### config.mk
export PLATFORM = sky130hd
export DESIGN_NAME = rsmp_queue
export DESIGN_NICKNAME = d
export VERILOG_FILES = /design/src/rtl/core/rsmp_pkg.sv /design/src/rtl/core/rsmp_queue.sv
export SDC_FILE = /design/constraint.sdc
export NUM_CORES = 1
export LEC_CHECK = 0
export BUFFER_PORTS_ARGS = -buffer_cell sky130_fd_sc_hd__buf_2
export CAP_MARGIN = 5
export CORE_ASPECT_RATIO = 1.5
export CORE_MARGIN = 8
export CORE_UTILIZATION = 56
export CTS_CLUSTER_SIZE = 10
export DETAILED_ROUTE_END_ITERATION = 8
export GPL_TIMING_DRIVEN = 0
export PLACE_DENSITY_LB_ADDON = 0.12
export REMOVE_ABC_BUFFERS = 1
export SLEW_MARGIN = 20
export SYNTH_ARGS = -nofsm -noshare
export SYNTH_HDL_FRONTEND = slang
export SYNTH_SLANG_ARGS = --single-unit
### constraint.sdc
create_clock -name clk -period 18.3 [get_ports clk]
set_input_delay 0.915 -clock clk [delete_from_list [all_inputs] [get_ports clk]]
set_output_delay 0.915 -clock clk [all_outputs]
set_load 0.02 [all_outputs]
### src/rtl/core/rsmp_pkg.sv
// Shared types and constants for the polyline resampler.
package rsmp_pkg;

  localparam int COORD_W   = 32;
  localparam int DELTA_W   = 33;          // |dx|, |dy| below 2^32
  localparam int SPACE_W   = 31;
  localparam int SQ_W      = 66;          // dx^2 + dy^2
  localparam int ROOT_W    = 68;          // sqrt working width
  localparam int DIST_W    = 34;
  localparam int PROD_W    = 64;          // spacing * |d|
  localparam int NUM_W     = 67;          // k*s*|d| + dist/2
  localparam int QUO_W     = 33;
  localparam int REACH_W   = 36;
  localparam int CNT_W     = 6;

  localparam logic [CNT_W-1:0] MUL_STEPS  = 6'd33;
  localparam logic [CNT_W-1:0] SQRT_STEPS = 6'd34;
  localparam logic [CNT_W-1:0] DIV_STEPS  = 6'd33;

  localparam logic [SPACE_W-1:0] SPACING_RESET = 31'd65536;

  typedef struct packed {
    logic [COORD_W-1:0] px;
    logic [COORD_W-1:0] py;
    logic [DELTA_W-1:0] ax;
    logic [DELTA_W-1:0] ay;
    logic               negx;
    logic               negy;
  } seg_t;

  typedef enum logic [2:0] {
    B_IDLE,
    B_MUL,
    B_SQRT,
    B_PREP,
    B_EMIT,
    B_DIV,
    B_PLACE
  } back_state_t;

endpackage

### src/rtl/core/rsmp_queue.sv
// Two-entry segment queue between front and back.
module rsmp_queue
  import rsmp_pkg::*;
(
  input  logic  clk,
  input  logic  rst,
  input  logic  push,
  input  seg_t  wr_data,
  input  logic  pop,
  output seg_t  rd_data,
  output logic  full,
  output logic  empty
);

  seg_t       mem [2];
  logic       wr_ptr;
  logic       rd_ptr;
  logic [1:0] count;

  assign full    = (count == 2'd2);
  assign empty   = (count == 2'd0);
  assign rd_data = mem[rd_ptr];

  always_ff @(posedge clk) begin
    if (push) begin
      mem[wr_ptr] <= wr_data;
    end
  end

  always_ff @(posedge clk) begin
    if (rst) begin
      wr_ptr <= 1'b0;
      rd_ptr <= 1'b0;
      count  <= '0;
    end else begin
      if (push) begin
        wr_ptr <= !wr_ptr;
      end
      if (pop) begin
        rd_ptr <= !rd_ptr;
      end
      count <= count + 2'(push) - 2'(pop);
    end
  end

endmodule

## Word level (Yosys, flattened, before mapping)

Memory sizes are Yosys's and may differ from the RTL's. A register that Yosys moved wholly into a read port is not among the register bits.
Index checks and enable logic that the tools add are counted.

- Reduce and logical (&&, ||, !) cells: 3
- Equality and inequality tests: 1
- Muxes and demuxes: 4
- Add/sub/neg operators: 2

Operator list:

| operator | number |
|---|---|
| 1-bit two-way mux | 4 |
| 2-bit by 1-bit adder with 2-bit output | 1 |
| 2-bit == test (second input constant) | 1 |
| 1-bit logical NOT | 2 |
| 2-bit logical NOT | 1 |
| 2-bit by 1-bit subtractor with 2-bit output | 1 |

- Word-level logic and storage cells: 14
- Output and inout bits: 134
- Memory bits (writable): 264
- Register bits: 4
- Memories kept: 1
- Input bits: 136

Memories:

| memory | words | width | rd ports | clocked after Yosys merged registers in | wr ports | RTL line | RTL |
|---|---|---|---|---|---|---|---|
| mem | 2 | 132 | 1 | 1 | 1 | rsmp_queue.sv:15 | `seg_t mem [2];` |

## Logic depth before layout (Yosys ltp)

- Word-level depth: 3
- Gate-level depth with buffers: 6
- Gate-level depth less buffers: 6

## Least setup slack after synthesis

OpenSTA, ideal clock, no wires.

- Path type: input -> register
- Start point: input push
- End point: memory mem[0][0] in the netlist's numbering (enable)
- Required time: 17.659 ns
- Stages on the path: 1
- Buffers on the path: 0
- Slack: 11.025 ns
- Data arrival time: 6.634 ns
- Library setup time: 0.641 ns
- Cell sequence: nor2b_1

- Longest elaborated chain between the ends: 2

Ends and longest elaborated chain:

| element | RTL line | RTL |
|---|---|---|
| start: declaration | rsmp_queue.sv:7 | `input logic push,` |
| 1-bit two-way mux | rsmp_queue.sv:25 | `if (push) begin` |
| 1-bit two-way mux (not written as such) | rsmp_queue.sv:26 | `mem[wr_ptr] <= wr_data;` |
| end: declaration | rsmp_queue.sv:15 |  |

Every way passes these cells.

==> results.json <==
{
  "hold_buffers": 0,
  "synth_top_family_by_area": "multiplexers",
  "detail-route-antenna-nets": 0,
  "post_cts_buffers": 0,
  "synth_compound_area_frac": 0,
  "power.internal_mw": 1.11,
  "synth_mux_area_frac": 0.177,
  "coreArea_mm2": 0.0178,
  "htree_levels": 1,
  "critical_path_arrival_ns": 2.15,
  "die_x_um": 126,
  "synthesis.area_mm2": 0.0101,
  "power.density_mw_per_mm2": 113,
  "wl_per_cell_um": 20.7,
  "drtIter0Drc": 247,
  "synth_xor_area_frac": 0.00398,
  "gp_congestion": 0.738,
  "synth-seq-cells": 269,
  "clk_latency_ns": 0.53,
  "num_rows": 60,
  "setup_viol": 0,
  "cts_made_buffers": 30,
  "crit_required_ns": 17.39,
  "clock_skew_ns": 0.00541,
  "slew_violations": 0,
  "die_area_mm2": 0.0226,
  "layout-drive-gt1-share": 0.602,
  "cts_resized": 0,
  "setup_tns_ns": 0,
  "pre_cts_ws_ns": 15.72,
  "routed_wl_um": 19800,
  "synth-simple-area-share": 0.00435,
  "max_cap_violations": 0,
  "ys_seq_area_frac": 0.797,
  "worst_pin_slew_ns": 0.612,
  "hold_viol_final": 0,
  "yosysUniqueCellTypes": 14,
  "power_frac_seq": 0.508,
  "ios": 270,
  "layout.nets": 867,
  "holdCritPathClass": "reg2reg",
  "fmax_ghz": 0.326,
  "ys.warnings.count": 0,
  "grtUsageTotal": 0.171,
  "comb_power_share": 0.138,
  "maxSlewHeadroom": 0.592,
  "rsz0062_at_grt": "false",
  "status": "finished, final reports clean",
  "antenna_found_initial": 6,
  "route.detailed.drc": 0,
  "utilization": 0.712,
  "p_switching_mw": 0.324,
  "grt_pass1_wl_um": 30000,
  "syn_to_final_growth_pct": 25.8,
  "fin_crit_sh": 0.168,
  "total_power_mw": 1.44,
  "path_max_fanout": 47,
  "clkPwrFrac": 0.354,
  "floorplan.initialDensity": 0.566,
  "netlist_instances": 432,
  "die_h_um": 180,
  "postLayoutSetupSlackWorst_ns": 15.23,
  "grt_pass1_vias": 5525,
  "numPortBuffers": 269,
  "dp_hpwl_um": 14100,
  "drt_first_pass_iters": 4,
  "overflow": 0,
  "synthAdderAreaFrac": 0.00248,
  "ir_drop_uv": 89.9,
  "clk_pin_slew_ns": 0.05,
  "start_kind": "flip-flop",
  "grt_max_degree": 54,
  "final_cell_area_mm2": 0.0127,
  "viasPerCell": 5.24,
  "switching_share": 0.226,
  "critPathCaptureType": "output port",
  "cts-root-buf": "clkbuf_16",
  "clock_sinks": 269,
  "p_leak_nw": 4.96,
  "clockBufferDepth": 3,
  "dpl-instance-area_mm2": 0.0118,
  "fin_crit_ns": 3.07,
  "cts_tree": "built",
  "syn_area_per_cell_um2": 23.3,
  "path_class": "reg2out",
  "vias": 5039
}
[cell type report]
cell class / instances / area, µm²
sequential: 269 / 8030
fill: 1154 / 5120
multi-input combinational: 146 / 1910
timing repair buffer: 280 / 1630
clock buffer: 44 / 825
tap: 217 / 272
inverter: 2 / 7.51
antenna: 3 / 7.51
[state kept, by name (all words and copies together) (netlist names), named ones only]
register	count
mem	264
rd_ptr	1
wr_ptr	1
count	2
[cells in the mapped netlist, drive strengths merged]
| library cell | n | area share |
|---|---|---|
| inv | 2 | 0.00075 |
| xnor2 | 2 | 0.0017 |
| mux2 | 132 | 0.18 |
| buf | 15 | 0.014 |
| edfxtp | 264 | 0.79 |
| nor2b | 3 | 0.0019 |
| xnor3 | 1 | 0.0022 |
| and2 | 1 | 0.00062 |
| dfxtp | 5 | 0.0099 |
| ha | 2 | 0.0025 |
| nor2 | 5 | 0.0019 |
[cell families after synthesis]
| logic type | count (synthesis) |
|---|---|
| and+or+nand+nor | 9 |
| DFF | 269 |
| xor gates and xnor gates | 3 |
| buffers and inverters | 17 |
| muxes | 132 |
| adders and majority gates | 2 |
[path summary, 6_finish.rpt]
check / cells after the start / start / to / slack [ns]
max: 4 / flip-flop / rd_data[50] / 15.23
min: 2 / rd_ptr$_SDFFE_PP0P_ / flip-flop / 0.52
max reg2reg: 2 / wr_ptr$_SDFFE_PP0P_ / mem[1][33]$_DFFE_PP_ / 16.61
min reg2reg: 2 / rd_ptr$_SDFFE_PP0P_ / flip-flop / 0.52
[metrics by stage]
stage / cells / hold WS (ns)
6_report: 961 / 0.524
2_1_floorplan: 417 / 0.480
5_1_grt: 961 / 0.554
3_3_place_gp: 903 / 0.493
3_5_place_dp: 914 / 0.510
4_1_cts: 958 / 0.523
[layer usage]
metal | part of all wire | global-route usage | up-vias | wire length, µm
met3 | 0.088 | 0.0637 | 53 | 1750
li1 | - | - | 2312 | -
met2 | 0.54 | 0.310 | 195 | 10700
met1 | 0.33 | 0.169 | 2473 | 6630
met5 | 0.0014 | 0 | - | 28
met4 | 0.038 | 0.0788 | 6 | 762
[critical path, cell delays in order (launching register included)]
cell	delay, ns
dfxtp_4	0.48
buf_16	0.29
buf_16	0.30
mux2_2	0.36
buf_2	0.16
[power by group through the flow]
stage / Clock [mW] / Combinational, mW / Sequential [mW]
floorplan: 0 / 0.124 / 0.756
finish: 0.508 / 0.199 / 0.731
global placement: 0 / 0.191 / 0.764
detailed placement: 0 / 0.202 / 0.744
global route: 0.545 / 0.211 / 0.734
CTS: 0.523 / 0.203 / 0.731
[layout by cell type, fill, tap and decap left out]
cell and instances:
buf_2 269, dfxtp_1 4, clkbuf_16 31, mux2_2 52, xnor3_1 1, nor2b_4 1
dfxtp_4 1, diode_2 3, ha_1 2, buf_12 3, buf_16 8, nor2_1 5
edfxtp_1 264, clkbuf_1 13, and2_4 1, mux2_4 80, inv_1 2, nor2b_1 2
xnor2_1 2
Note: power is estimated with default switching activity, not from simulation.
