**src/rtl/core/rsmp_pkg.sv**
```systemverilog
// Shared types and constants for the polyline resampler.
package rsmp_pkg;

  localparam int COORD_W   = 32;
  localparam int DELTA_W   = 33;          // |dx|, |dy| below 2^32
  localparam int SPACE_W   = 31;
  localparam int SQ_W      = 66;          // dx^2 + dy^2
  localparam int ROOT_W    = 68;          // sqrt working width
  localparam int DIST_W    = 34;
  localparam int PROD_W    = 64;          // spacing * |d|
  localparam int NUM_W     = 67;          // k*s*|d| + dist/2
  localparam int QUO_W     = 33;
  localparam int REACH_W   = 36;
  localparam int CNT_W     = 6;

  localparam logic [CNT_W-1:0] MUL_STEPS  = 6'd33;
  localparam logic [CNT_W-1:0] SQRT_STEPS = 6'd34;
  localparam logic [CNT_W-1:0] DIV_STEPS  = 6'd33;

  localparam logic [SPACE_W-1:0] SPACING_RESET = 31'd65536;

  typedef struct packed {
    logic [COORD_W-1:0] px;
    logic [COORD_W-1:0] py;
    logic [DELTA_W-1:0] ax;
    logic [DELTA_W-1:0] ay;
    logic               negx;
    logic               negy;
  } seg_t;

  typedef enum logic [2:0] {
    B_IDLE,
    B_MUL,
    B_SQRT,
    B_PREP,
    B_EMIT,
    B_DIV,
    B_PLACE
  } back_state_t;

endpackage

```
**src/rtl/core/rsmp_ifs.sv**
```systemverilog
// Channel interfaces: waypoints in, points out, spacing register write.
interface rsmp_way_if;
  logic               valid;
  logic               ready;
  logic signed [31:0] way_x;
  logic signed [31:0] way_y;
  logic               path_start;
  modport source (output valid, way_x, way_y, path_start, input ready);
  modport sink (input valid, way_x, way_y, path_start, output ready);
endinterface


```
**src/rtl/core/rsmp_front.sv**
```systemverilog
// Front end: takes waypoints, keeps the previous one, queues segments.
module rsmp_front
  import rsmp_pkg::*;
(
  input  logic        clk,
  input  logic        rst,
  rsmp_way_if.sink    way,
  input  logic        q_full,
  output logic        q_push,
  output seg_t        q_data
);

  logic [COORD_W-1:0] prev_x;
  logic [COORD_W-1:0] prev_y;
  logic               have_prev;
  logic signed [DELTA_W-1:0] dx;
  logic signed [DELTA_W-1:0] dy;
  logic               xfer;

  assign way.ready = !q_full;
  assign xfer      = way.valid && way.ready;

  assign dx = DELTA_W'(way.way_x) - DELTA_W'($signed(prev_x));
  assign dy = DELTA_W'(way.way_y) - DELTA_W'($signed(prev_y));

  assign q_push      = xfer && !way.path_start && have_prev;
  assign q_data.px   = prev_x;
  assign q_data.py   = prev_y;
  assign q_data.negx = dx[DELTA_W-1];
  assign q_data.negy = dy[DELTA_W-1];
  assign q_data.ax   = dx[DELTA_W-1] ? DELTA_W'(-dx) : DELTA_W'(dx);
  assign q_data.ay   = dy[DELTA_W-1] ? DELTA_W'(-dy) : DELTA_W'(dy);

  always_ff @(posedge clk) begin
    if (rst) begin
      prev_x    <= '0;
      prev_y    <= '0;
      have_prev <= 1'b0;
    end else if (xfer) begin
      prev_x    <= way.way_x;
      prev_y    <= way.way_y;
      have_prev <= 1'b1;
    end
  end

endmodule

```
**src/flat_wrapper.sv**
```systemverilog
// flat-port wrapper written by rule: the top's interface ports become plain ports
module rsmp_front_flat import rsmp_pkg::*;
  (clk, rst, q_full, q_push, q_data, way_valid, way_way_x, way_way_y, way_path_start, way_ready);
  rsmp_way_if way_i ();
  input  logic clk;
  input  logic rst;
  input  logic q_full;
  output logic q_push;
  output seg_t q_data;
  input wire logic [$bits(way_i.valid)-1:0] way_valid;
  input wire logic [$bits(way_i.way_x)-1:0] way_way_x;
  input wire logic [$bits(way_i.way_y)-1:0] way_way_y;
  input wire logic [$bits(way_i.path_start)-1:0] way_path_start;
  output wire logic [$bits(way_i.ready)-1:0] way_ready;
  assign way_i.valid = way_valid;
  assign way_i.way_x = way_way_x;
  assign way_i.way_y = way_way_y;
  assign way_i.path_start = way_path_start;
  assign way_ready = way_i.ready;
  rsmp_front u_core (.clk(clk), .rst(rst), .way(way_i), .q_full(q_full), .q_push(q_push), .q_data(q_data));
endmodule
```
**config.mk**
```make
export PLATFORM = sky130hd
export DESIGN_NAME = rsmp_front_flat
export DESIGN_NICKNAME = d
export VERILOG_FILES = /design/src/rtl/core/rsmp_pkg.sv /design/src/rtl/core/rsmp_ifs.sv /design/src/rtl/core/rsmp_front.sv /design/src/flat_wrapper.sv
export SDC_FILE = /design/constraint.sdc
export NUM_CORES = 1
export LEC_CHECK = 0
export ABC_CLOCK_PERIOD_IN_PS = 15600
export BUFFER_PORTS_ARGS = -buffer_cell sky130_fd_sc_hd__clkbuf_2
export CORE_AREA = 2 2 149 151
export DETAILED_ROUTE_END_ITERATION = 7
export DIE_AREA = 0 0 151 153
export GPL_TIMING_DRIVEN = 0
export SLEW_MARGIN = 20
export SYNTH_ARGS = -nofsm -noshare
export SYNTH_HDL_FRONTEND = slang
export SYNTH_SLANG_ARGS = --single-unit
```
**constraint.sdc**
```tcl
create_clock -name clk -period 15.6 [get_ports clk]
set_input_delay 3.12 -clock clk [delete_from_list [all_inputs] [get_ports clk]]
set_output_delay 3.12 -clock clk [all_outputs]
set_load 0.005 [all_outputs]
```
# == After elaboration in Yosys (flattened, before gate mapping) ==
# Index checks and enable logic that the tools add are counted.
# op_classes
addsub,4
n_mux,2
reduce_logical,5
# ops
op,count
33-bit 2-to-1 mux,2
33-bit negation,2
32-bit by 32-bit subtractor with 33-bit output,2
1-bit logical AND,3
1-bit zero test,2
# totals
ff_bits,65
in_bits,69
output_inout_bits,134
elab_cells,14

# == Longest topological paths before layout ==
# depth
ltp_word,4
depth_mapped,16
depth_no_buf,14

# == Worst setup path after synthesis ==
# OpenSTA, ideal clock, no wires.
# synth_path
kind,input-to-output
start,input port way_way_x[6]
end,output port q_data[67] in the netlist's numbering
arrival_ns,6.188
t_required_ns,12.480
path_slack_ns,6.292
path_stages,11
path_buffers,0
path_cell_list,ha_1 -> nand4_1 -> a2111oi_1 -> o21ai_1 -> a32o_2 -> o31ai_2 -> xor2_1 -> or2_4 -> or4_4 -> or4_1 -> nor3_2
# synth_lines
element,line_no,source
from (decl),flat_wrapper.sv:11,input wire logic [$bits(way_i.way_x)-1:0] way_way_x;
to (decl),flat_wrapper.sv:9,output seg_t q_data;

==> flow_metrics.py <==
metrics = {
    "layout": {
        "fin_nets": 1450,
        "area_delta_synth_final_pct": 21.8,
        "num_antenna_cells": 0,
        "final_layout_size_suffix_gt1_share_pct": 20.9,
    },
    "cts": {
        "cts_max_level": 3,
        "clockRootBuffer": "clkbuf_16",
        "clkLatencyLatePin_ns": 0.34,
        "clk_pin_slew_ns": 0.05,
        "post_cts_resized": 0,
        "hold_buffers": 0,
        "cts_tree": "yes",
        "cts-buffers-inserted": 9,
        "cts_setup_buffers": 0,
        "clockBufferDepth": 2,
        "cts.sinks": 65,
    },
    "drt": {
        "routed_via_density": 5.29,
        "drtIter0Drc": 420,
        "wl_um": 24900,
        "wl_per_cell_um": 15.6,
        "drtPass1Iterations": 7,
        "drtAntennaViolNets": 0,
        "vias": 8447,
        "drc": 0,
    },
    "critical_path": {
        "cpMaxStageDelayCell": "a2111oi_1",
        "cpMostUsedCell": "clkbuf_2",
        "path_cells": "clkbuf_2 > ha_1 > nand4_1 > a2111oi_1 > o21ai_1 > a32o_2 > o31ai_2 > xor2_1 > or2_4 > or4_4 > or4_1 > nor3_2 > clkbuf_2",
        "cp.arrival_ns": 7.11,
        "max_stage_delay_ns": 0.58,
        "worstPathRequired_ns": 12.48,
        "path_class": "primary input to output pin",
        "path_max_fanout": 6,
        "cp-start-kind": "primary input",
        "cp-end-kind": "output pin",
    },
    "logic_synthesis": {
        "synth_cells": 1101,
        "synth_top_cells_by_count": "nand2_1, a21oi_1, inv_1",
        "avgSynthCellArea_um2": 6.93,
        "ys.flop_type": "dfxtp_1",
        "synth_area_leaders": "dfxtp_1, ha_1, nand2_1",
        "synth_most_common_cell": "nand2_1",
        "synth.top_cell.area_share_pct": 17.1,
        "ys_seq_elements": 65,
        "yosys_warnings": 0,
        "netlist-cell-type-count": 88,
        "synth_top_area_cell": "dfxtp_1",
        "ys_seq_area_share_pct": 17.1,
        "synth_edf_count": 0,
        "synthesis.area_um2": 7630,
        "async_flop_share_pct": 0,
        "synth_nets": 1238,
    },
    "floorplan": {
        "die_h_um": 153,
        "die_w_um": 151,
        "placementRows": 54,
        "core_area_um2": 21500,
        "initial_utilization_pct": 35.5,
        "die_area_um2": 23100,
        "pin_count": 203,
    },
    "timing": {
        "worstMarginPinSlew_ns": 0.800,
        "finalSetupViolCount": 0,
        "slew_viol_final": 0,
        "fin_crit_sh_pct": 65.6,
        "slew_headroom_pct": 46.7,
        "skew_ns": 0,
        "hold_viol": 0,
        "period_minus_slack_ns": 10.23,
        "holdWs_ns": 0.465,
        "rsz0062_at_grt": "no",
        "fmax_mhz": 97.8,
        "setup_tns_ns": 0,
    },
    "pwr": {
        "peakVddDrop_mv": 0.0494,
        "sequentialPowerShare_pct": 22.8,
        "p_leak_nw": 3.81,
        "power_uw": 792,
        "combPwrFrac_pct": 49.7,
        "internal-power_uw": 465,
        "sw_frac_of_total_pct": 41.3,
        "p_per_area_nw_per_um2": 85.2,
        "power_switching_uw": 327,
        "p_clk_share_pct": 27.6,
    },
    "global_route": {
        "grt_use_met3_pct": 2.24,
        "top_usage_layer": "met2",
        "grt_use_met2_pct": 34.7,
        "gr-total-overflow": 0,
        "grt_max_degree": 13,
        "antenna_found_initial": 0,
        "grtUsageMet1_pct": 28.7,
        "grt_pass1_wl_um": 39700,
        "first_global_vias": 7805,
        "grt.total_usage_pct": 21.4,
    },
    "placement": {
        "numPortBuffers": 201,
        "dp_hpwl_um": 20100,
        "globalplace.congestion": 0.956,
    },
    "run_status": {
        "status": "finished, final reports clean",
    },
    "hold_path": {
        "min_path_type": "register to register",
    },
    "job": {
        "drv_cap": 0,
    },
}
## registers in the layout (all words and copies together) (netlist names)
register / count
u_core.have_prev: 1
u_core.prev_x: 32
u_core.prev_y: 32
## critical path: cells and delay by family
kind / cells / cell delay, ns
and+or+nand+nor: 5 / 1.70
xor gates and xnor gates: 1 / 0.15
AOI/OAI and AO/OA: 4 / 1.44
adders and majority gates: 1 / 0.41
buffers and inverters: 2 / 0.26
## worst paths after layout
kind	start	endpoint	slack, ns	depth (start not counted)
min reg2reg	u_core.have_prev	u_core.have_prev	0.46	2
max reg2reg	u_core.prev_x[7]	u_core.prev_x[7]	14.91	2
max	way_way_x[7]	q_data[67]	5.37	13
min	u_core.have_prev	u_core.have_prev	0.46	2
## area by class of cell
type                       count  area [um^2]
buffer                        47          196
sequential                    65         1300
multi-input combinational    905         5820
clock buffer                  10          239
fill                        2317        12200
timing repair buffer         201         1010
inverter                      84          315
clock inverter                 6         67.6
tap                          280          350
## power by group through the flow
stage	logic, mW	clock network [mW]	registers, mW
after floorplan	0.251	0	0.183
after global placement	0.389	0	0.184
after detailed placement	0.391	0	0.184
after CTS	0.394	0.223	0.180
after global routing	0.436	0.229	0.181
final	0.394	0.218	0.180
## per-layer routing
metal | wire, um | up-vias
met5 | 0 | -
met3 | 1280 | 42
met2 | 11400 | 235
met4 | 736 | 0
li1 | - | 4276
met1 | 11500 | 3894
## placed cells by master, fill, tap and decap left out, drive strengths merged, types with 5 or more instances in the layout
cell type	n
a211oi	13
a21boi	8
a21o	14
a21oi	138
a31oi	7
and2	12
and3	9
and4	5
buf	12
clkbuf	246
dfxtp	65
ha	66
inv	84
nand2	203
nand2b	11
nand3	21
nand3b	5
nand4	14
nor2	60
nor2b	9
nor3	23
nor4	5
o211ai	5
o21a	14
o21ai	67
o21bai	10
o31ai	11
or2	9
or3	8
xnor2	70
xor2	31
## logic make-up (layout without fill, tap and decap cells)
logic type	Yosys count	after routing	share of synthesized area, %
buffers and inverters	131	348	6.71
DFF	65	65	17.1
muxes	3	3	0.394
adders and majority gates	68	68	11.3
and+or+nand+nor	407	407	25.8
AOI/OAI and AO/OA	326	326	27.1
xor gates and xnor gates	101	101	11.6
## metrics by stage
stage	worst slack, ns	utilization (%)	std cells	area, um^2
5_1_grt	5.01	43.3	1598	9290
3_3_place_gp	5.43	41.8	1582	8990
2_1_floorplan	6.29	-	1101	7630
6_report	5.37	43.3	1598	9290
3_5_place_dp	5.39	41.8	1582	8990
4_1_cts	5.38	43.3	1598	9290
Power figures use the tool's default switching activity.
