<file path="src/rtl/core/rsmp_pkg.sv">
// Shared types and constants for the polyline resampler.
package rsmp_pkg;

  localparam int COORD_W   = 32;
  localparam int DELTA_W   = 33;          // |dx|, |dy| below 2^32
  localparam int SPACE_W   = 31;
  localparam int SQ_W      = 66;          // dx^2 + dy^2
  localparam int ROOT_W    = 68;          // sqrt working width
  localparam int DIST_W    = 34;
  localparam int PROD_W    = 64;          // spacing * |d|
  localparam int NUM_W     = 67;          // k*s*|d| + dist/2
  localparam int QUO_W     = 33;
  localparam int REACH_W   = 36;
  localparam int CNT_W     = 6;

  localparam logic [CNT_W-1:0] MUL_STEPS  = 6'd33;
  localparam logic [CNT_W-1:0] SQRT_STEPS = 6'd34;
  localparam logic [CNT_W-1:0] DIV_STEPS  = 6'd33;

  localparam logic [SPACE_W-1:0] SPACING_RESET = 31'd65536;

  typedef struct packed {
    logic [COORD_W-1:0] px;
    logic [COORD_W-1:0] py;
    logic [DELTA_W-1:0] ax;
    logic [DELTA_W-1:0] ay;
    logic               negx;
    logic               negy;
  } seg_t;

  typedef enum logic [2:0] {
    B_IDLE,
    B_MUL,
    B_SQRT,
    B_PREP,
    B_EMIT,
    B_DIV,
    B_PLACE
  } back_state_t;

endpackage

</file>
<file path="src/rtl/core/rsmp_ifs.sv">


interface rsmp_pt_if;
  logic               valid;
  logic               ready;
  logic signed [31:0] point_x;
  logic signed [31:0] point_y;
  logic               run_last;
  modport source (output valid, point_x, point_y, run_last, input ready);
  modport sink (input valid, point_x, point_y, run_last, output ready);
endinterface


</file>
<file path="src/rtl/core/rsmp_back.sv">
// Back end: segment length, step count and point placement, one point at a time.
module rsmp_back
  import rsmp_pkg::*;
#(
  parameter int MAX_POINTS_PER_SEGMENT = 64
) (
  input  logic               clk,
  input  logic               rst,
  input  logic [SPACE_W-1:0] spacing,
  input  logic               q_empty,
  input  seg_t               q_data,
  output logic               q_pop,
  rsmp_pt_if.source          pts
);

  localparam int KW = $clog2(MAX_POINTS_PER_SEGMENT + 2) + 1;

  back_state_t state, state_next;

  logic [CNT_W-1:0]   cnt;
  logic [COORD_W-1:0] px, py, pend_x, pend_y;
  logic               negx, negy;
  logic [SQ_W-1:0]    mcx, mcy, d2;
  logic [DELTA_W-1:0] mbx, mby;
  logic [SPACE_W-1:0] sb;
  logic [PROD_W-1:0]  smx, smy;
  logic [ROOT_W-1:0]  op, res, one;
  logic [DIST_W-1:0]  seg_len;
  logic [NUM_W-1:0]   numx, numy;
  logic [QUO_W-1:0]   nshx, nshy, qx, qy;
  logic [DIST_W-1:0]  remx, remy;
  logic [REACH_W-1:0] reach;
  logic [KW-1:0]      k;
  logic               out_valid, out_last;
  logic [COORD_W-1:0] out_x, out_y;

  logic [SPACE_W-1:0] s_eff;
  logic               out_free, cont, step_done, sq_ge, gex, gey, iterating;
  logic [ROOT_W-1:0]  sq_trial;
  logic [DIST_W:0]    shx, shy;

  assign s_eff     = (spacing == '0) ? SPACE_W'(1) : spacing;
  assign out_free  = !out_valid || pts.ready;
  assign cont      = (reach <= REACH_W'(seg_len)) &&
                     ((k + KW'(2)) <= KW'(MAX_POINTS_PER_SEGMENT));
  assign sq_trial  = res + one;
  assign sq_ge     = op >= sq_trial;
  assign shx       = {remx, nshx[QUO_W-1]};
  assign shy       = {remy, nshy[QUO_W-1]};
  assign gex       = shx >= (DIST_W+1)'(seg_len);
  assign gey       = shy >= (DIST_W+1)'(seg_len);
  assign q_pop     = (state == B_IDLE) && !q_empty;
  assign iterating = (state == B_MUL) || (state == B_SQRT) || (state == B_DIV);

  assign pts.valid    = out_valid;
  assign pts.point_x  = out_x;
  assign pts.point_y  = out_y;
  assign pts.run_last = out_last;

  always_comb begin
    state_next = state;
    step_done  = 1'b0;
    case (state)
      B_IDLE:  if (!q_empty) state_next = B_MUL;
      B_MUL: begin
        step_done = (cnt == MUL_STEPS - 1'b1);
        if (step_done) state_next = B_SQRT;
      end
      B_SQRT: begin
        step_done = (cnt == SQRT_STEPS - 1'b1);
        if (step_done) state_next = B_PREP;
      end
      B_PREP:  state_next = B_EMIT;
      B_EMIT:  if (out_free) state_next = cont ? B_DIV : B_IDLE;
      B_DIV: begin
        step_done = (cnt == DIV_STEPS - 1'b1);
        if (step_done) state_next = B_PLACE;
      end
      B_PLACE: state_next = B_EMIT;
      default: state_next = B_IDLE;
    endcase
  end

  always_ff @(posedge clk) begin
    if (rst) begin
      state <= B_IDLE;
    end else begin
      state <= state_next;
    end
  end

  // iteration counter, runs only in the iterative phases
  always_ff @(posedge clk) begin
    if (rst || step_done || !iterating) begin
      cnt <= '0;
    end else begin
      cnt <= cnt + 1'b1;
    end
  end

  always_ff @(posedge clk) begin
    if (rst) begin
      out_valid <= 1'b0;
    end else if (state == B_EMIT && out_free) begin
      out_valid <= 1'b1;
    end else if (pts.ready) begin
      out_valid <= 1'b0;
    end
  end

  always_ff @(posedge clk) begin
    if (state == B_EMIT && out_free) begin
      out_x    <= pend_x;
      out_y    <= pend_y;
      out_last <= !cont;
    end
  end

  always_ff @(posedge clk) begin
    case (state)
      B_IDLE: begin
        px   <= q_data.px;
        py   <= q_data.py;
        negx <= q_data.negx;
        negy <= q_data.negy;
        mcx  <= SQ_W'(q_data.ax);
        mcy  <= SQ_W'(q_data.ay);
        mbx  <= q_data.ax;
        mby  <= q_data.ay;
        sb   <= s_eff;
        d2   <= '0;
        smx  <= '0;
        smy  <= '0;
      end
      // shift-add: ax*ax + ay*ay and s*ax, s*ay together
      B_MUL: begin
        d2  <= d2 + (mbx[0] ? mcx : '0) + (mby[0] ? mcy : '0);
        smx <= smx + (sb[0] ? PROD_W'(mcx) : '0);
        smy <= smy + (sb[0] ? PROD_W'(mcy) : '0);
        mcx <= mcx << 1;
        mcy <= mcy << 1;
        mbx <= mbx >> 1;
        mby <= mby >> 1;
        sb  <= sb >> 1;
        if (cnt == MUL_STEPS - 1'b1) begin
          op  <= '0;
          res <= '0;
          one <= ROOT_W'(1) << (SQ_W);
        end
      end
      B_SQRT: begin
        if (cnt == '0) begin
          // first step works on the finished square sum
          if (ROOT_W'(d2) >= one) begin
            op  <= ROOT_W'(d2) - one;
            res <= one;
          end else begin
            op  <= ROOT_W'(d2);
            res <= '0;
          end
        end else if (sq_ge) begin
          op  <= op - sq_trial;
          res <= (res >> 1) + one;
        end else begin
          res <= res >> 1;
        end
        one <= one >> 2;
      end
      B_PREP: begin
        seg_len <= DIST_W'(res);
        numx    <= NUM_W'(smx) + NUM_W'(res[DIST_W-1:1]);
        numy    <= NUM_W'(smy) + NUM_W'(res[DIST_W-1:1]);
        reach   <= REACH_W'({s_eff, 1'b0});
        k       <= '0;
        pend_x  <= px;
        pend_y  <= py;
      end
      B_EMIT: begin
        if (out_free && cont) begin
          k     <= k + 1'b1;
          reach <= reach + REACH_W'(s_eff);
          remx  <= numx[NUM_W-1:QUO_W];
          remy  <= numy[NUM_W-1:QUO_W];
          nshx  <= numx[QUO_W-1:0];
          nshy  <= numy[QUO_W-1:0];
          qx    <= '0;
          qy    <= '0;
        end
      end
      // restoring division, one quotient bit per cycle for x and y
      B_DIV: begin
        remx <= gex ? DIST_W'(shx - (DIST_W+1)'(seg_len)) : shx[DIST_W-1:0];
        remy <= gey ? DIST_W'(shy - (DIST_W+1)'(seg_len)) : shy[DIST_W-1:0];
        qx   <= {qx[QUO_W-2:0], gex};
        qy   <= {qy[QUO_W-2:0], gey};
        nshx <= nshx << 1;
        nshy <= nshy << 1;
      end
      B_PLACE: begin
        pend_x <= negx ? px - qx[COORD_W-1:0] : px + qx[COORD_W-1:0];
        pend_y <= negy ? py - qy[COORD_W-1:0] : py + qy[COORD_W-1:0];
        numx   <= numx + NUM_W'(smx);
        numy   <= numy + NUM_W'(smy);
      end
      default: ;
    endcase
  end

endmodule

</file>
<file path="src/flat_wrapper.sv">
// flat-port wrapper written by rule: the top's interface ports become plain ports
module rsmp_back_flat import rsmp_pkg::*;
#(
  parameter int MAX_POINTS_PER_SEGMENT = 64
)
  (clk, rst, spacing, q_empty, q_data, q_pop, pts_valid, pts_point_x, pts_point_y, pts_run_last, pts_ready);
  rsmp_pt_if pts_i ();
  input  logic clk;
  input  logic rst;
  input  logic [SPACE_W-1:0] spacing;
  input  logic q_empty;
  input  seg_t q_data;
  output logic q_pop;
  output wire logic [$bits(pts_i.valid)-1:0] pts_valid;
  output wire logic [$bits(pts_i.point_x)-1:0] pts_point_x;
  output wire logic [$bits(pts_i.point_y)-1:0] pts_point_y;
  output wire logic [$bits(pts_i.run_last)-1:0] pts_run_last;
  input wire logic [$bits(pts_i.ready)-1:0] pts_ready;
  assign pts_valid = pts_i.valid;
  assign pts_point_x = pts_i.point_x;
  assign pts_point_y = pts_i.point_y;
  assign pts_run_last = pts_i.run_last;
  assign pts_i.ready = pts_ready;
  rsmp_back #(.MAX_POINTS_PER_SEGMENT(MAX_POINTS_PER_SEGMENT)) u_core (.clk(clk), .rst(rst), .spacing(spacing), .q_empty(q_empty), .q_data(q_data), .q_pop(q_pop), .pts(pts_i));
endmodule
</file>
<file path="config.mk">
export PLATFORM = sky130hd
export DESIGN_NAME = rsmp_back_flat
export DESIGN_NICKNAME = d
export VERILOG_FILES = /design/src/rtl/core/rsmp_pkg.sv /design/src/rtl/core/rsmp_ifs.sv /design/src/rtl/core/rsmp_back.sv /design/src/flat_wrapper.sv
export SDC_FILE = /design/constraint.sdc
export NUM_CORES = 2
export LEC_CHECK = 0
export BUFFER_PORTS_ARGS = -buffer_cell sky130_fd_sc_hd__clkbuf_2
export CORE_ASPECT_RATIO = 2
export CORE_MARGIN = 5
export CORE_UTILIZATION = 25
export DETAILED_ROUTE_END_ITERATION = 10
export HOLD_SLACK_MARGIN = 0.15
export PLACE_DENSITY = 0.51
export SYNTH_ARGS = -nofsm -noshare
export SYNTH_HDL_FRONTEND = slang
export SYNTH_SLANG_ARGS = --single-unit
</file>
<file path="constraint.sdc">
create_clock -name clk -period 20.1 [get_ports clk]
set_clock_uncertainty 0.05 [all_clocks]
set_input_delay 3.015 -clock clk [delete_from_list [all_inputs] [get_ports clk]]
set_output_delay 3.015 -clock clk [all_outputs]
set_load 0.02 [all_outputs]
</file>
# [Word-level counts from Yosys, hierarchy flattened]
# Cells that the tools add are included.
[classes] add_sub_neg=22 order_cmp=6 eq_ne=15 muxes=57 n_reduce_logical=29
[op_table] operator="two-way mux 68 bit" n=8
[op_table] operator="case mux 68 bit (2 select lines)" n=3
[op_table] operator="case mux 66 bit (2 select lines)" n=3
[op_table] operator="case mux 67 bit (2 select lines)" n=2
[op_table] operator="case mux 33 bit (2 select lines)" n=4
[op_table] operator="case mux 32 bit (2 select lines)" n=4
[op_table] operator="case mux 64 bit (2 select lines)" n=2
[op_table] operator="two-way mux 34 bit" n=4
[op_table] operator="case mux 34 bit (2 select lines)" n=2
[op_table] operator="adder 67 x 64 -> 67 bit" n=2
[op_table] operator="adder 66 bit" n=2
[op_table] operator="two-way mux 66 bit" n=2
[op_table] operator="adder 64 x 33 -> 65 bit" n=2
[op_table] operator="adder 64 bit" n=2
[op_table] operator="two-way mux 64 bit" n=2
[op_table] operator="two-way mux 32 bit" n=3
[op_table] operator="case mux 36 bit (2 select lines)" n=1
[op_table] operator="greater-or-equal comparator 35 x 34 -> 1 bit" n=2
[op_table] operator="adder 67 x 68 -> 68 bit" n=1
[op_table] operator="adder 68 bit" n=1
[op_table] operator="greater-or-equal comparator 66 x 68 -> 1 bit" n=1
[op_table] operator="greater-or-equal comparator 68 bit" n=1
[op_table] operator="subtractor 34 bit" n=2
[op_table] operator="subtractor 66 x 68 -> 68 bit" n=1
[op_table] operator="other kinds (37)" n=72
[word_totals] register_bits=1242 output_inout_bits=67

# [Logic depth before layout (Yosys ltp)]
[logic_depth] ltp_word=6 depth_mapped=30

# [Worst setup path before layout]
# Ideal clock, no wire load.
[synth_timing] kind="register -> register" from="register u_core.state[2]" to="register u_core.op[0], enable pin" setup_ps=597 arrival_time_ps=13590 required_time_ps=19453 slack_ps=5863 stages_incl_launch_ff=6 cell_sequence="dfxtp_1 clkbuf_1 nor2_1 nand2_1 o21ai_0 a21boi_0"
[synth_between] elab_chain_len=3
[synth_lines] item="from (decl)" line_no="rsmp_back.sv:18" source="back_state_t state, state_next;"
[synth_lines] item="from (signal assigned)" line_no="rsmp_back.sv:88" source="state <= state_next;"
[synth_lines] item="== test 3 x 2 -> 1 bit / == test 3 x 1 -> 1 bit (equally long branches)" line_no="rsmp_back.sv:120" source="case (state)"
[synth_lines] item="!= test 3 x 2 -> 1 bit (no line) (tied with other cells)"
[synth_lines] item="AND reduction 3 bit (no line) (*)"
[synth_lines] item="to (signal assigned)" line_no="rsmp_back.sv:155" source="op <= ROOT_W'(d2) - one;"
[synth_lines] item="to (signal assigned)" line_no="rsmp_back.sv:158" source="op <= ROOT_W'(d2);"
[synth_lines] item="to (signal assigned)" line_no="rsmp_back.sv:162" source="op <= op - sq_trial;"
[synth_lines] item="to (decl)" line_no="rsmp_back.sv:27" source="logic [ROOT_W-1:0] op, res, one;"
# Mark *: on every way between the ends. The rest lies on a longest branch, timed or not.
# A chain may end at the register's enable or synchronous reset.

# [Final worst setup path]
[layout_timing] from="register u_core.res[8]" to="register u_core.res[48], data pin"
[layout_between] elab_chain_len=5
[layout_lines] item="from (decl)" line_no="rsmp_back.sv:27"
[layout_lines] item="from (signal assigned)" line_no="rsmp_back.sv:156" source="res <= one;"
[layout_lines] item="from (signal assigned)" line_no="rsmp_back.sv:163" source="res <= (res >> 1) + one;"
[layout_lines] item="from (signal assigned)" line_no="rsmp_back.sv:165" source="res <= res >> 1;"
[layout_lines] item="adder 68 bit" line_no="rsmp_back.sv:46" source="assign sq_trial = res + one;"
[layout_lines] item="greater-or-equal comparator 68 bit" line_no="rsmp_back.sv:47" source="assign sq_ge = op >= sq_trial;"
[layout_lines] item="two-way mux 68 bit (*)" line_no="rsmp_back.sv:161" source="end else if (sq_ge) begin"
[layout_lines] item="two-way mux 68 bit (*)" line_no="rsmp_back.sv:152" source="if (cnt == '0) begin"
[layout_lines] item="case mux 68 bit (2 select lines) (*)" line_no="rsmp_back.sv:120"
# Marked as above.

==> run summary <==
Status -> complete, no violations
Die ar. -> 385,000 sq um
Synth Warn # -> 0
Setup TNS -> 0 ps
Crit path buf inv count -> 0
Final WS setup -> 11,940 ps
Most frequent cells after synthesis -> nand2_1 (1,528), edfxtp_1 (1,198), a21oi_1 (856)
Fin crit period -> 8160 ps
R2R cell count -> 27
Ranking of synthesized cells by area -> edfxtp_1 (39%), ha_1 (10%), nand2_1 (6.2%)
Routability cong. -> 0.937
Mapped Cells -> 10,300
Min-delay worst type -> flip-flop to flip-flop
Filler cells -> 39,700
Post-Syn Area -> 93,000 sq um
Max Slew Vio Count -> 0
Starting DRT DRC Count -> 5,660
Fmax -> 123 MHz
CTS sink count -> 1,208
Core area -> 372,000 sq um
Worst-skew pair later-pin latency -> 840 ps
Layout Nets -> 11,400
Top-count cell post-synth -> nand2_1
Design area -> 104,000 sq um
Wl on met1 -> 138,000 microns
Worst-path clk slew -> 70 ps
Number of max-cap violations -> 0
Starting Density -> 25.0%
Top FF cell, synth -> edfxtp_1
Antenna-violating nets left -> 0
Pre-CTS setup slack -> 12,100 ps
Initial antenna violation count -> 10
Die W -> 441 microns
Worst Tran Pin Value -> 1220 ps
Sequential area share after synthesis -> 38.9%
Die Y -> 873 microns
Area growth syn-to-layout -> 12.1%
Setup Crit Path Kind -> flip-flop to flip-flop
Total GRT Usage -> 15.9%
Worst hold start -> u_core.pend_x[17]
Post-CTS Setup Bufs -> 0
CP peak stage delay -> 800 ps
Asr flop ratio synth -> 0%
Largest net degree at the start of global routing -> 200
Synth unique cells -> 88
Fin crit share -> 40.6%
CP Max Fanout -> 36
#FFs+latches synth -> 1,208
Crit-path slowest cell -> o41ai_1
Required time worst endpoint -> 20,590 ps
IO Pins -> 234
Vias in the first global route -> 74,900
Crit. End Element -> flip-flop
Max IR drop VDD -> 0.0949 mV
Root Driver -> clkbuf_16
R2R Path Start -> u_core.res[8]
Pleak -> 43.7 nW
RSZ-0062 raised after global routing -> false
H-tree depth -> 4
Number of failing hold endpoints at the final stage -> 0
WHS -> 326 ps
First-pass GRT wire length -> 473,000 microns
Highest routed layer -> met4
CP Launch Type -> flip-flop
Post-synth EDFFs -> 1,198
Cell mode on critical path -> nand2_1
Top cell type's share of synthesized area -> 38.7%
Final setup fails -> 0
Synth area leader -> edfxtp_1
Rows -> 317
CTS tree -> done
Placed Instance Area -> 99,500 sq um
Hold Path End -> u_core.pts.point_x[17]
Capturing point of the worst reg2reg path -> u_core.res[48]
Post-DR wirelength/cell -> 20.7 microns
Reg2reg setup slack -> 11,940 ps
Drt total wl -> 320,000 microns
Hold Crit Depth -> 0
Hold buffer count at cts -> 0
CTS buffer count -> 149
Max_slew headroom -> 16.5%
Longest Clk Path Bufs -> 4
Syn_area_per_cell -> 8.99 sq um
Via/cell ratio -> 4.99
Syn Nets -> 11,300
GRT overflow -> 0
Cell area power density -> 72.8 nW/um^2
Via Count -> 77,000
WL met2 -> 148,000 microns
DRC -> 0
DRT Pass-1 Iters -> 8
Post-DP HPWL -> 250,000 microns
Fraction of layout cells with a size suffix above 1 -> 6.01%
Critical Path AT -> 8640 ps
IO buf count -> 233
Cts repair resizes -> 0
Final Util -> 28.1%
Delay-heaviest family, CP -> compound AO/OA/AOI/OAI gates
WL met3 -> 15,500 microns
==> how the worst max path moves through the flow <==
| stage | endpoint | slack (ps) | from | cells after the start |
|---|---|---|---|---|
| final | u_core.res[48] | 11940 | u_core.res[8] | 27 |
| after global routing | u_core.res[48] | 11490 | u_core.res[8] | 27 |
| after CTS | u_core.res[42] | 12060 | u_core.res[8] | 27 |
| after detailed placement | u_core.res[24] | 12100 | u_core.res[8] | 27 |
| after global placement | u_core.res[36] | 12130 | u_core.res[8] | 27 |
| after floorplan | u_core.op[0] | 5860 | u_core.state[2] | 5 |
==> metal layers <==
metal  GRT usage, %  up-vias
met1           20.3    37000
met2           26.4     2029
met3           1.87      513
met5              0        -
met4           7.89        0
li1               -    37500
==> state kept, by name, indices dropped and copies added (netlist names), 33 cells and up <==
register	flops
u_core.d2	66
u_core.smy	64
u_core.numy	67
u_core.one	34
u_core.smx	64
u_core.numx	67
u_core.nshx	33
u_core.nshy	33
u_core.mcy	66
u_core.mcx	66
u_core.res	68
u_core.seg_len	34
u_core.op	68
u_core.reach	36
u_core.mby	33
u_core.mbx	33
u_core.remy	34
u_core.remx	34
==> per-stage QoR <==
step / total power, mW / std cells
finish: 7.59 / 15400
global route: 7.97 / 15400
CTS: 7.66 / 15400
detailed placement: 4.89 / 15200
floorplan: 4.33 / 10300
global placement: 4.89 / 15200
==> final cells by class <==
class	count	area [sq um]	area share, %
Inverter	450	1690	1.62
Clock buffer	175	3930	3.77
Multi-Input combinational cell	8266	53700	51.5
Timing Repair Buffer	307	1750	1.68
Tap cell	4944	6190	5.93
Antenna cell	5	12.5	0.0120
Sequential cell	1208	36200	34.7
Clock inverter	87	802	0.769
==> power by group <==
group	total, mW	internal [mW]	switching (mW)
Combinational	1.79	0.671	1.12
Sequential	3.06	2.92	0.149
Clock	2.73	1.57	1.16
==> cell usage in the layout (no fill, tap or decap), types with 154 or more instances in the layout <==
master,count
edfxtp_1,1198
xnor2_1,492
xor2_1,367
inv_1,449
o21ai_0,687
ha_1,759
nand3_1,196
and3_1,221
nor2_1,844
a21oi_1,855
nand4_1,154
a21o_1,415
clkbuf_2,233
nand2_1,1521
and2_1,189
==> logic make-up (layout without fill, tap and decap cells) <==
kind of cell	after synthesis	count (layout)	share of synthesized area [%]
and+or+nand+nor	3710	3710	18.3
AOI/OAI and AO/OA	2813	2813	18.8
adders and majority gates	837	837	11.9
DFF	1208	1208	38.9
muxes	47	47	0.508
other	0	5	0
xor gates and xnor gates	859	859	8.09
buffers and inverters	870	1019	3.53
No activity file was read; power rests on OpenSTA's default activity.
